**src/hdl/tti_pkg.sv**
```systemverilog
package tti_pkg;

   // Item kinds carried in the request beat.
   typedef enum logic [1:0] {
      KIND_LOAD  = 2'd0,
      KIND_ADC2T = 2'd1,
      KIND_T2ADC = 2'd2,
      KIND_NONE  = 2'd3
   } kind_type;

   // Configuration register indexes.
   localparam logic [1:0] CSR_SERIES_RES = 2'd0;
   localparam logic [1:0] CSR_TEMP_STEP  = 2'd1;
   localparam logic [1:0] CSR_USE_FAHR   = 2'd2;

   localparam int CSR_WIDTH = 24;
   localparam int STEP_W    = 10;
   localparam int RES_W     = 32;

   localparam logic [23:0] SERIES_RES_RESET = 24'd10000;
   localparam logic [9:0]  TEMP_STEP_RESET  = 10'd5;

   // Celsius to Fahrenheit: t * 9 / 5 + 32.
   localparam int FAHR_MUL = 9;
   localparam int FAHR_DIV = 5;
   localparam int FAHR_OFS = 32;

   localparam logic [14:0] TEMP_OUT_MAX = 15'h7FFF;
   localparam logic [9:0]  ADC_OUT_MAX  = 10'h3FF;

   typedef struct packed {
      kind_type           kind;
      logic [5:0]         entry_index;
      logic [31:0]        entry_value;
      logic [9:0]         adc_value;
      logic signed [15:0] temperature_in;
   } req_type;

   typedef struct packed {
      logic [14:0] temperature_out;
      logic [9:0]  adc_out;
   } rsp_type;

endpackage

```
**src/hdl/thermistor_table_interpolator_unit.sv**
```systemverilog
// Channel   Direction  Handshake              Payload
// req_      in         req_valid/req_ready    req_data  (tti_pkg::req_type)
// rsp_      out        rsp_valid/rsp_ready    rsp_data  (tti_pkg::rsp_type)
// csr_      in         csr_we (no wait)       csr_index, csr_wdata
//
// A load beat is written to the table as it is accepted. Every divide runs
// on one shared restoring divider that retires one quotient bit per cycle,
// next to one shared 32 x 10 multiplier. An adc-to-temperature beat costs
// at most two divides plus a read and a compare for each table entry
// searched (for Fahrenheit, the divide by five is a reciprocal multiply); a
// temperature-to-adc beat costs at most three divides.
// Reset is synchronous and clears control state and the configuration
// registers; the table holds garbage until loaded. While a result waits on
// rsp_ready the block still takes a new beat, but will not finish it until
// the old result leaves.
module thermistor_table_interpolator_unit
   import tti_pkg::*;
#(
   parameter int TABLE_ENTRIES  = 64,
   parameter int ADC_FULL_SCALE = 1023
) (
   input  logic                 clock,
   input  logic                 reset,
   input  logic                 req_valid,
   output logic                 req_ready,
   input  req_type              req_data,
   output logic                 rsp_valid,
   input  logic                 rsp_ready,
   output rsp_type              rsp_data,
   input  logic                 csr_we,
   input  logic [1:0]           csr_index,
   input  logic [CSR_WIDTH-1:0] csr_wdata
);

   // Index width for the table, and width of the full-scale constant.
   localparam int IW    = (TABLE_ENTRIES > 1) ? $clog2(TABLE_ENTRIES) : 1;
   localparam int FW    = $clog2(ADC_FULL_SCALE + 1);
   // Multiplier operand widths: a 32-bit value times a step or the full scale.
   localparam int YW    = (FW > STEP_W) ? FW : STEP_W;
   localparam int PW    = RES_W + YW;
   // Dividend width: a product plus one carry bit for the blend sum.
   localparam int NUM_W = PW + 1;
   localparam int DW    = RES_W + 1;
   localparam int CW    = $clog2(NUM_W + 1);
   // Temperature width: (entries-1) * step, times 9 for Fahrenheit.
   localparam int TTW   = IW + STEP_W + 4;
   // Divide by five as a reciprocal multiply; exact for any dividend below
   // 2**TTW since the rounding error of the reciprocal stays under 1/5.
   localparam int FSH   = TTW + 3;
   localparam int RCW   = FSH - 2;
   localparam int FPW   = TTW + RCW;

   localparam logic [IW-1:0]    LAST_IDX   = IW'(TABLE_ENTRIES - 1);
   localparam logic [RES_W-1:0] RES_MAX    = '1;
   localparam logic [YW-1:0]    FULL_Y     = YW'(ADC_FULL_SCALE);
   localparam logic [RCW-1:0]   FAHR_RECIP = RCW'((2**FSH + FAHR_DIV - 1) / FAHR_DIV);

   typedef enum logic [4:0] {
      ST_IDLE,
      ST_DIV,
      ST_RSAT,
      ST_SRCH_RD,
      ST_SRCH_CMP,
      ST_INTERP,
      ST_INTERP2,
      ST_IQ,
      ST_TEMP,
      ST_FQ,
      ST_TSAT,
      ST_TSTEP,
      ST_RD_LO,
      ST_GOT_LO,
      ST_RD_HI,
      ST_GOT_HI,
      ST_RVAL,
      ST_RD1,
      ST_GOT1,
      ST_CODE,
      ST_ADCQ,
      ST_OUT
   } state_type;

   // Configuration registers.
   logic [23:0]        series_ff;
   logic [STEP_W-1:0]  step_ff;
   logic               fahr_ff;

   // Sequencer state and working registers.
   state_type          state_ff;
   state_type          ret_ff;
   logic [NUM_W-1:0]   num_ff;
   logic [DW-1:0]      den_ff;
   logic [DW-1:0]      rem_ff;
   logic [CW-1:0]      cnt_ff;
   logic [RES_W-1:0]   r_ff;
   logic [RES_W-1:0]   prev_ff;
   logic [RES_W-1:0]   cur_ff;
   logic [IW-1:0]      idx_ff;
   logic [STEP_W-1:0]  fr_ff;
   logic [TTW-1:0]     t_ff;
   logic [TTW-1:0]     base_ff;
   logic [NUM_W-1:0]   prod_ff;
   rsp_type            pend_ff;
   logic               rsp_valid_ff;
   rsp_type            rsp_data_ff;

   // Resistance table: one write port, one registered read port.
   logic [RES_W-1:0]   table_mem [TABLE_ENTRIES];
   logic [RES_W-1:0]   mem_q_ff;
   logic               mem_we;
   logic [IW-1:0]      mem_waddr;
   logic [31:0]        load_idx;

   logic [STEP_W-1:0]  step_eff;
   logic [RES_W-1:0]   mul_x;
   logic [YW-1:0]      mul_y;
   logic [PW-1:0]      mul_p;
   logic [DW:0]        rem_sh;
   logic               div_ge;
   logic [DW:0]        rem_nx;
   logic [DW-1:0]      code_den;
   logic [FPW-1:0]     fahr_prod;
   logic               accept;

   assign step_eff  = (step_ff == '0) ? STEP_W'(1) : step_ff;
   assign req_ready = (state_ff == ST_IDLE);
   assign accept    = req_valid && req_ready;
   assign rsp_valid = rsp_valid_ff;
   assign rsp_data  = rsp_data_ff;

   assign load_idx  = 32'(req_data.entry_index);
   assign mem_waddr = load_idx[IW-1:0];
   assign mem_we    = accept && (req_data.kind == KIND_LOAD)
                      && (load_idx < 32'(TABLE_ENTRIES));

   always_ff @(posedge clock) begin
      if (mem_we) begin
         table_mem[mem_waddr] <= req_data.entry_value;
      end
      mem_q_ff <= table_mem[idx_ff];
   end

   // The one multiplier; its operands follow the sequencer state.
   always_comb begin
      mul_x = '0;
      mul_y = '0;
      case (state_ff)
         ST_IDLE: begin
            if (req_data.kind == KIND_ADC2T) begin
               mul_x = RES_W'(series_ff);
               mul_y = YW'(req_data.adc_value);
            end else begin
               mul_x = RES_W'(LAST_IDX);
               mul_y = YW'(step_eff);
            end
         end
         ST_SRCH_CMP: begin
            mul_x = RES_W'(LAST_IDX);
            mul_y = YW'(step_eff);
         end
         ST_INTERP: begin
            mul_x = RES_W'(idx_ff - IW'(1));
            mul_y = YW'(step_eff);
         end
         ST_INTERP2: begin
            mul_x = prev_ff - r_ff;
            mul_y = YW'(step_eff);
         end
         ST_GOT_LO: begin
            mul_x = mem_q_ff;
            mul_y = YW'(step_eff - fr_ff);
         end
         ST_GOT_HI: begin
            mul_x = mem_q_ff;
            mul_y = YW'(fr_ff);
         end
         ST_CODE: begin
            mul_x = r_ff;
            mul_y = FULL_Y;
         end
         ST_TEMP: begin
            mul_x = RES_W'(t_ff);
            mul_y = YW'(FAHR_MUL);
         end
         default: begin
            mul_x = '0;
            mul_y = '0;
         end
      endcase
   end

   assign mul_p = PW'(mul_x) * PW'(mul_y);

   // Constant multiply by the reciprocal of five for the Fahrenheit scale.
   assign fahr_prod = FPW'(t_ff) * FPW'(FAHR_RECIP);

   // One restoring divide step: shift in the next dividend bit, subtract if
   // it fits, and shift the quotient bit into the dividend register.
   assign rem_sh   = {rem_ff, num_ff[NUM_W-1]};
   assign div_ge   = (rem_sh >= {1'b0, den_ff});
   assign rem_nx   = div_ge ? (rem_sh - {1'b0, den_ff}) : rem_sh;
   assign code_den = DW'(r_ff) + DW'(series_ff);

   always_ff @(posedge clock) begin
      if (reset) begin
         series_ff    <= SERIES_RES_RESET;
         step_ff      <= TEMP_STEP_RESET;
         fahr_ff      <= 1'b0;
         state_ff     <= ST_IDLE;
         ret_ff       <= ST_IDLE;
         rsp_valid_ff <= 1'b0;
         cnt_ff       <= '0;
         idx_ff       <= '0;
      end else begin
         if (csr_we) begin
            case (csr_index)
               CSR_SERIES_RES: series_ff <= csr_wdata[23:0];
               CSR_TEMP_STEP:  step_ff   <= csr_wdata[STEP_W-1:0];
               CSR_USE_FAHR:   fahr_ff   <= csr_wdata[0];
               default: ;
            endcase
         end

         // The output register fills from the finished result once it is
         // free or being emptied in this cycle.
         if ((state_ff == ST_OUT) && (!rsp_valid_ff || rsp_ready)) begin
            rsp_valid_ff <= 1'b1;
         end else if (rsp_ready) begin
            rsp_valid_ff <= 1'b0;
         end

         case (state_ff)
            ST_IDLE: begin
               if (accept) begin
                  case (req_data.kind)
                     KIND_ADC2T: begin
                        idx_ff  <= '0;
                        pend_ff <= '0;
                        if (32'(req_data.adc_value) >= 32'(ADC_FULL_SCALE)) begin
                           // A full-scale sample means an open divider.
                           r_ff     <= RES_MAX;
                           state_ff <= ST_SRCH_RD;
                        end else begin
                           num_ff   <= NUM_W'(mul_p);
                           den_ff   <= DW'(ADC_FULL_SCALE) - DW'(req_data.adc_value);
                           rem_ff   <= '0;
                           cnt_ff   <= CW'(NUM_W);
                           ret_ff   <= ST_RSAT;
                           state_ff <= ST_DIV;
                        end
                     end
                     KIND_T2ADC: begin
                        pend_ff <= '0;
                        if (req_data.temperature_in[15]) begin
                           idx_ff   <= '0;
                           state_ff <= ST_RD1;
                        end else if (PW'(req_data.temperature_in[14:0]) >= mul_p) begin
                           idx_ff   <= LAST_IDX;
                           state_ff <= ST_RD1;
                        end else begin
                           num_ff   <= NUM_W'(req_data.temperature_in[14:0]);
                           den_ff   <= DW'(step_eff);
                           rem_ff   <= '0;
                           cnt_ff   <= CW'(NUM_W);
                           ret_ff   <= ST_TSTEP;
                           state_ff <= ST_DIV;
                        end
                     end
                     default: ;
                  endcase
               end
            end

            ST_DIV: begin
               rem_ff <= rem_nx[DW-1:0];
               num_ff <= {num_ff[NUM_W-2:0], div_ge};
               cnt_ff <= cnt_ff - CW'(1);
               if (cnt_ff == CW'(1)) begin
                  state_ff <= ret_ff;
               end
            end

            ST_RSAT: begin
               r_ff     <= (|num_ff[NUM_W-1:RES_W]) ? RES_MAX : num_ff[RES_W-1:0];
               state_ff <= ST_SRCH_RD;
            end

            ST_SRCH_RD: begin
               state_ff <= ST_SRCH_CMP;
            end

            ST_SRCH_CMP: begin
               if (r_ff >= mem_q_ff) begin
                  if (idx_ff == '0) begin
                     t_ff     <= '0;
                     state_ff <= ST_TEMP;
                  end else begin
                     cur_ff   <= mem_q_ff;
                     state_ff <= ST_INTERP;
                  end
               end else begin
                  prev_ff <= mem_q_ff;
                  if (idx_ff == LAST_IDX) begin
                     // Resistance below the last entry clamps to the top.
                     t_ff     <= TTW'(mul_p);
                     state_ff <= ST_TEMP;
                  end else begin
                     idx_ff   <= idx_ff + IW'(1);
                     state_ff <= ST_SRCH_RD;
                  end
               end
            end

            ST_INTERP: begin
               base_ff  <= TTW'(mul_p);
               state_ff <= ST_INTERP2;
            end

            // The blend reduces to base + step * (prev - r) / (prev - cur).
            ST_INTERP2: begin
               num_ff   <= NUM_W'(mul_p);
               den_ff   <= DW'(prev_ff - cur_ff);
               rem_ff   <= '0;
               cnt_ff   <= CW'(NUM_W);
               ret_ff   <= ST_IQ;
               state_ff <= ST_DIV;
            end

            ST_IQ: begin
               t_ff     <= base_ff + TTW'(num_ff);
               state_ff <= ST_TEMP;
            end

            ST_TEMP: begin
               if (fahr_ff) begin
                  t_ff     <= TTW'(mul_p);
                  state_ff <= ST_FQ;
               end else begin
                  state_ff <= ST_TSAT;
               end
            end

            ST_FQ: begin
               t_ff     <= TTW'(fahr_prod >> FSH) + TTW'(FAHR_OFS);
               state_ff <= ST_TSAT;
            end

            ST_TSAT: begin
               pend_ff.temperature_out <= (t_ff > TTW'(TEMP_OUT_MAX))
                                          ? TEMP_OUT_MAX : t_ff[14:0];
               state_ff <= ST_OUT;
            end

            // Quotient is the lower entry, remainder the distance past it.
            ST_TSTEP: begin
               idx_ff   <= num_ff[IW-1:0];
               fr_ff    <= rem_ff[STEP_W-1:0];
               state_ff <= ST_RD_LO;
            end

            ST_RD_LO: begin
               state_ff <= ST_GOT_LO;
            end

            ST_GOT_LO: begin
               prod_ff  <= NUM_W'(mul_p);
               idx_ff   <= idx_ff + IW'(1);
               state_ff <= ST_RD_HI;
            end

            ST_RD_HI: begin
               state_ff <= ST_GOT_HI;
            end

            ST_GOT_HI: begin
               num_ff   <= prod_ff + NUM_W'(mul_p);
               den_ff   <= DW'(step_eff);
               rem_ff   <= '0;
               cnt_ff   <= CW'(NUM_W);
               ret_ff   <= ST_RVAL;
               state_ff <= ST_DIV;
            end

            ST_RVAL: begin
               r_ff     <= num_ff[RES_W-1:0];
               state_ff <= ST_CODE;
            end

            ST_RD1: begin
               state_ff <= ST_GOT1;
            end

            ST_GOT1: begin
               r_ff     <= mem_q_ff;
               state_ff <= ST_CODE;
            end

            ST_CODE: begin
               if (code_den == '0) begin
                  pend_ff.adc_out <= '0;
                  state_ff        <= ST_OUT;
               end else begin
                  num_ff   <= NUM_W'(mul_p);
                  den_ff   <= code_den;
                  rem_ff   <= '0;
                  cnt_ff   <= CW'(NUM_W);
                  ret_ff   <= ST_ADCQ;
                  state_ff <= ST_DIV;
               end
            end

            ST_ADCQ: begin
               pend_ff.adc_out <= (|num_ff[NUM_W-1:10]) ? ADC_OUT_MAX : num_ff[9:0];
               state_ff        <= ST_OUT;
            end

            ST_OUT: begin
               if (!rsp_valid_ff || rsp_ready) begin
                  rsp_data_ff  <= pend_ff;
                  state_ff     <= ST_IDLE;
               end
            end

            default: begin
               state_ff <= ST_IDLE;
            end
         endcase
      end
   end

endmodule

```
**config.mk**
```make
export PLATFORM = sky130hd
export DESIGN_NAME = thermistor_table_interpolator_unit
export DESIGN_NICKNAME = d
export VERILOG_FILES = /design/src/hdl/tti_pkg.sv /design/src/hdl/thermistor_table_interpolator_unit.sv
export SDC_FILE = /design/constraint.sdc
export NUM_CORES = 2
export LEC_CHECK = 0
export ABC_CLOCK_PERIOD_IN_PS = 17700
export BUFFER_PORTS_ARGS = -buffer_cell sky130_fd_sc_hd__buf_2
export CORE_UTILIZATION = 60
export CTS_CLUSTER_DIAMETER = 60
export DETAILED_ROUTE_END_ITERATION = 10
export PLACE_DENSITY = 0.75
export SETUP_SLACK_MARGIN = 0.05
export SLEW_MARGIN = 10
export SYNTH_ARGS = -nofsm -noshare
export SYNTH_HDL_FRONTEND = slang
export SYNTH_SLANG_ARGS = --single-unit
export TNS_END_PERCENT = 1
```
**constraint.sdc**
```tcl
create_clock -name clock -period 17.7 [get_ports clock]
set_clock_uncertainty 0.15 [all_clocks]
set_input_delay 3.54 -clock clock [delete_from_list [all_inputs] [get_ports clock]]
set_output_delay 3.54 -clock clock [all_outputs]
set_load 0.02 [all_outputs]
```
[Word level (Yosys, flattened, before mapping)]
Memory sizes are Yosys's and may differ from the RTL's. A register that Yosys moved wholly into a read port is not among the register bits.
Cells that the tools add are included.
Storage, ports and cells
  flip-flop bits (word level): 405
  memories kept: 1
  memory bits (writable): 2048
  input bits: 97
  output and inout port bits: 27
Memories
  table_mem: words 64, width 32, rd ports 1, clocked after Yosys merged registers in 1, write ports 1, RTL line thermistor_table_interpolator_unit.sv:108  | logic [RES_W-1:0] table_mem [TABLE_ENTRIES];
Operators by class
  add/sub/neg operators: 12
  magnitude comparators: 6
  bitwise operators: 3
  multiply operators: 2
  equal/unequal tests: 45
  mux-type cells: 82
  reduce and logical (&&, ||, !) cells: 49
Operators with widths (number)
  2-to-1 mux 33 bit: 11
  case mux 33 bit (4 select lines): 2
  case mux 32 bit (7 select lines): 1
  2-to-1 mux 43 bit: 5
  case mux 43 bit (5 select lines): 1
  case mux 33 bit (2 select lines): 2
  2-to-1 mux 32 bit: 4
  case mux 32 bit (4 select lines): 1
  case mux 5 bit (19 select lines): 1
  case mux 43 bit (2 select lines): 1
  2-to-1 mux 20 bit: 4
  case mux 20 bit (4 select lines): 1
  2-to-1 mux 5 bit: 12
  2-to-1 mux 6 bit: 10
  case mux 10 bit (6 select lines): 1
  2-to-1 mux 25 bit: 2
  case mux 6 bit (4 select lines): 2
  adder 42 x 42 -> 43 bit: 1
  >= comparator 15 x 42 -> 1 bit: 1
  multiplier 32 x 10 -> 42 bit: 1
  == test 5 x 4 -> 1 bit, second input constant: 8
  multiplier 20 x 20 -> 40 bit, second input constant: 1
  2-to-1 mux 10 bit: 4
  >= comparator 34 x 33 -> 1 bit: 1
  62 further kinds: 121

[Logic depth before layout (Yosys ltp)]
  depth after elaboration: 11
  gate-level depth with buffers: 49

[Worst setup path after synthesis]
Ideal clock, no wire load.
  path kind: input-to-reg
  from: input req_data[65] (netlist name)
  to: register num_ff[0] (enable)
  stages: 38
  path buffers: 3
  setup time: 0.443 ns
  setup slack: 4.356 ns
  arrival time: 12.751 ns
  data required time: 17.107 ns
  path through: inv_1 -> ha_1 -> inv_1 -> a21oi_1 -> nor2_1 -> nor2_1 -> nor3_1 -> nand2_1 -> o311ai_0 -> clkbuf_1 -> clkbuf_1 -> nand2_1 -> fa_1 -> inv_1 -> fa_1 -> inv_1 -> fa_1 -> fa_1 -> [... 2 more ...] -> ha_1 -> o21a_1 -> o31a_2 -> a21o_1 -> a21oi_1 -> xor2_1 -> ha_1 -> a21o_1 -> a21o_1 -> a211oi_1 -> a2111oi_0 -> nand4b_1 -> or4_1 -> nor4_2 -> or3b_1 -> buf_6 -> nand2_1 -> nor2_1
On the way
  cells in the longest elaborated chain, start to end: 7
RTL lines
  start, declared: RTL line thermistor_table_interpolator_unit.sv:26  | input req_type req_data,
  == test 2 x 1 -> 1 bit: RTL line thermistor_table_interpolator_unit.sv:149, thermistor_table_interpolator_unit.sv:235
  2-to-1 mux 24 bit / 2-to-1 mux 10 bit (equally long branches): RTL line thermistor_table_interpolator_unit.sv:149  | if (req_data.kind == KIND_ADC2T) begin
  case mux 32 bit (7 select lines) / case mux 10 bit (6 select lines) (equally long branches): RTL line thermistor_table_interpolator_unit.sv:147  | case (state_ff)
  multiplier 32 x 10 -> 42 bit: RTL line thermistor_table_interpolator_unit.sv:192  | assign mul_p = PW'(mul_x) * PW'(mul_y);
  >= comparator 15 x 42 -> 1 bit: RTL line thermistor_table_interpolator_unit.sv:257  | end else if (PW'(req_data.temperature_in[14:0]) >= mul_p) begin
  inequality test 3 bit (no source line)
  AND reduction 8 bit (no source line) (*)
  end signal, assigned: RTL line thermistor_table_interpolator_unit.sv:244  | num_ff <= NUM_W'(mul_p);
  end signal, assigned: RTL line thermistor_table_interpolator_unit.sv:261  | num_ff <= NUM_W'(req_data.temperature_in[14:0]);
  end signal, assigned: RTL line thermistor_table_interpolator_unit.sv:276  | num_ff <= {num_ff[NUM_W-2:0], div_ge};
  end, declared: RTL line thermistor_table_interpolator_unit.sv:91  | logic [NUM_W-1:0] num_ff;
Every way passes the cells marked *; elsewhere a longest branch is shown, timed or not.
A chain may end at the register's enable or synchronous reset.

[Worst setup path after layout]
  from: input req_data[65] (netlist name)
  to: register num_ff[41] (enable)
Same word-level chain as after synthesis.

==> run_results.csv <==
group,metric,value,unit
routing,route.met3.wl,36.2,mm
routing,viasPerCell,6.85,
logic_synthesis,yosysSeqAreaShare,59.2,%
floorplan,start_util,60.7,%
critical_path,required,18.05,ns
critical_path,crit_family,"simple AND/OR/NAND/NOR gates",
logic_synthesis,synth_top_flop_cell,"edfxtp_1",
critical_path,cp-start-kind,"input port",
cts,root_buffer,"clkbuf_16",
cts,clk_path_buf_depth,4,
finish,mostFrequentLayoutCells,"edfxtp_1, inv_1, mux4_2, ha_1, nor2_1",
global_route,gr-total-overflow,0,
sta,setup_violations,0,
routing,highest_layer,"met5",
finish,final_core_util,67.1,%
sta,max_slew_margin,10.5,%
routing,drc,0,
floorplan,ioPinCount,124,
logic_synthesis,muxShareOfSynthArea,12.7,%
global_route,grt_pass1_vias,78400,
logic_synthesis,syn_avg_cell_area,15.4,um^2
worst_hold_path,hp-class,"reg2reg",
cts,cts_setup_buffers,0,
cts,clock_sinks,2485,
logic_synthesis,synth_xor_area_share,1.63,%
critical_path,arrival,14.65,ns
placement,gp_congestion,1.01,
cts,cts_tree,"built",
floorplan,design.die.area,209000,um^2
logic_synthesis,synthesis.nets,9116,
critical_path,end_kind,"register",
logic_synthesis,syn_area,125000,um^2
placement,place_ws,2.75,ns
finish,fin_cells,11200,
logic_synthesis,yosysWarnings,0,
cts,cts_resized,0,
finish,syn_to_final_growth,10.7,%
routing,detailroute.wirelength.met2,181,mm
cts,ctsHoldBuffers,0,
sta,finalSetupTns,0,ns
routing,drt-met1-wl,133,mm
outcome,status,"finished clean",
critical_path,crit_path_max_incr_delay,0.94,ns
sta,rsz0062_at_grt,"false",
sta,max_freq,0.0699,GHz
logic_synthesis,async_reset_ff_share,0,%
routing,routed_wirelength,372,mm
global_route,grt_util_all_layers,35.8,%
run,cap_violations,0,
logic_synthesis,synth-edff-count,2395,
finish,drive_above_1_share,17.7,%
finish,n_fill_cell,13300,
critical_path,crit_top_cell,"inv_1",
sta,slew_violations,0,
routing,firstDrtPassIters,8,
logic_synthesis,synth_simple_gate_area_share,5.39,%
placement,hpwl,232,mm
cts,htree_num_levels,5,
floorplan,fp.dieH,458,um
finish,final_common_cell,"edfxtp_1",
critical_path,cp_slowest_cell,"nor4_2",
logic_synthesis,synth_cells,8105,
floorplan,die_x,458,um
logic_synthesis,synth_top_family_by_area,"multiplexers",
cts,cts_buffers,277,
routing,wire_per_inst,33.2,um
sta,min_period,14.30,ns
critical_path,worstPathMaxFanout,43,
floorplan,core-area,205000,um^2
power_and_ir_drop,p_leak,49.6,nW
cts,cts.clk_slew.worst_paths,0.06,ns
power_and_ir_drop,power_density,144,nW/um^2
placement,dp_cells,10700,
cts,insertion_delay,0.95,ns
finish,fin_nets,9348,
routing,ant_nets,0,
logic_synthesis,yosysUniqueCellTypes,95,
global_route,grt_max_degree,156,
global_route,grt_pass1_wl,538,mm
worst_hold_path,hold_path.startpoint,"pend_ff[9]$_SDFFCE_PP0P_",
logic_synthesis,synth_compound_area_share,6.32,%
floorplan,row_count,166,
critical_path,r2r-start,"step_ff[9]$_SDFFE_PP0P_",
logic_synthesis,synth_fa_ha_area_share,11.5,%
routing,via_count,76900,
logic_synthesis,synth.ff_latch_count,2485,
critical_path,crit_buf_inv,9,
sta,period_share,80.8,%
sta,worst_slack,3.40,ns
routing,drtIter0Drc,9621,
critical_path,path_class,"in2reg",
sta,worst_pin_slew,1.34,ns
placement,port_buffers,123,
global_route,antenna_found_initial,22,
critical_path,startpoint,"req_data[65]",
power_and_ir_drop,irDropWorstVdd,353,uV
sta,hold_viol_final,0,
## state kept, by name, summed over array words and instances (netlist names), 32 cells and up
name	cells
table_mem	2048
num_ff	43
prod_ff	42
den_ff	33
rem_ff	33
cur_ff	32
mem_q_ff	32
prev_ff	32
r_ff	32
## metal layers
layer	vias up	track usage, %
met3	1082	6.63
li1	31400	-
met5	-	0
met1	39200	45.7
met4	12	18.6
met2	5267	58.8
## kinds of logic (layout without fill, tap and decap cells)
logic type | count (synthesis) | after routing
compound gates | 1189 | 1189
xor+xnor | 232 | 232
fa+ha+maj | 914 | 914
buf+inv | 1096 | 1515
flops | 2485 | 2485
mux | 735 | 735
other cells | 0 | 13
simple gates | 1454 | 1454
## worst reg2reg max path: cells and delay by family (launching register included)
| family | cells | cell delay, ns |
|---|---|---|
| compound gates | 14 | 4.52 |
| simple gates | 12 | 3.40 |
| fa+ha+maj | 8 | 3.26 |
| flops | 1 | 0.65 |
| xor+xnor | 2 | 0.52 |
| buf+inv | 3 | 0.41 |
## synthesized netlist by cell type (14+ instances only)
cell / number / area (um^2)
edfxtp_1: 2395 / 71900
inv_1: 762 / 2860
mux4_2: 672 / 15100
ha_1: 531 / 6640
nor2_1: 518 / 1940
nand2_1: 395 / 1480
fa_1: 383 / 7670
a21oi_1: 337 / 1690
clkbuf_1: 246 / 923
o21ai_0: 227 / 1140
a21o_1: 145 / 1090
xnor2_1: 141 / 1230
nand2b_1: 91 / 569
xor2_1: 91 / 797
dfxtp_1: 90 / 1800
nand3_1: 90 / 450
nor3_1: 84 / 420
buf_1: 69 / 259
mux2i_1: 61 / 611
o21a_1: 53 / 398
nor2b_1: 43 / 269
nand4_1: 41 / 257
a221oi_1: 38 / 333
a211oi_1: 37 / 278
and3_1: 37 / 231
nor4_1: 36 / 225
a31oi_1: 33 / 206
o21bai_1: 31 / 233
a22oi_1: 30 / 225
a221o_1: 23 / 230
a222oi_1: 23 / 230
o221ai_1: 23 / 201
or2_2: 22 / 138
and2_1: 21 / 131
o211ai_1: 21 / 158
or3_1: 17 / 106
a2111oi_0: 16 / 140
o22ai_1: 14 / 87.6
## power breakdown
| part | total, mW | internal, mW | switching [mW] |
|---|---|---|---|
| registers | 7.07 | 6.76 | 0.312 |
| logic | 7.18 | 2.97 | 4.21 |
| clock network | 5.63 | 3.27 | 2.36 |
| total | 19.9 | 13.0 | 6.89 |
## cell type report
type	instances	area (um^2)	share of cell area, %
diodes	13	32.5	0.0236
clock buffers	324	7300	5.29
clock inverters	142	1320	0.958
inverters	765	2870	2.08
multi-input cells	4524	47400	34.4
flip-flops and latches	2485	73700	53.5
well taps	2688	3360	2.44
repair buffers	284	1860	1.35
## final timing paths
check | slack, ns | depth (start not counted) | to
max | 3.40 | 36 | num_ff[41]$_DFFE_PP_
min | 0.27 | 0 | rsp_data[9]$_DFFE_PP_
max reg2reg | 4.24 | 39 | num_ff[41]$_DFFE_PP_
min reg2reg | 0.27 | 0 | rsp_data[9]$_DFFE_PP_
## stage by stage
stage	power (mW)	hold WS [ns]	area, um^2
after floorplan	11.8	0.250	125000
after global placement	14.0	0.252	129000
after detailed placement	14.2	0.255	129000
after CTS	19.8	0.268	138000
after global routing	20.6	0.270	138000
final	19.9	0.266	138000
Note: power is estimated with default switching activity, not from simulation.
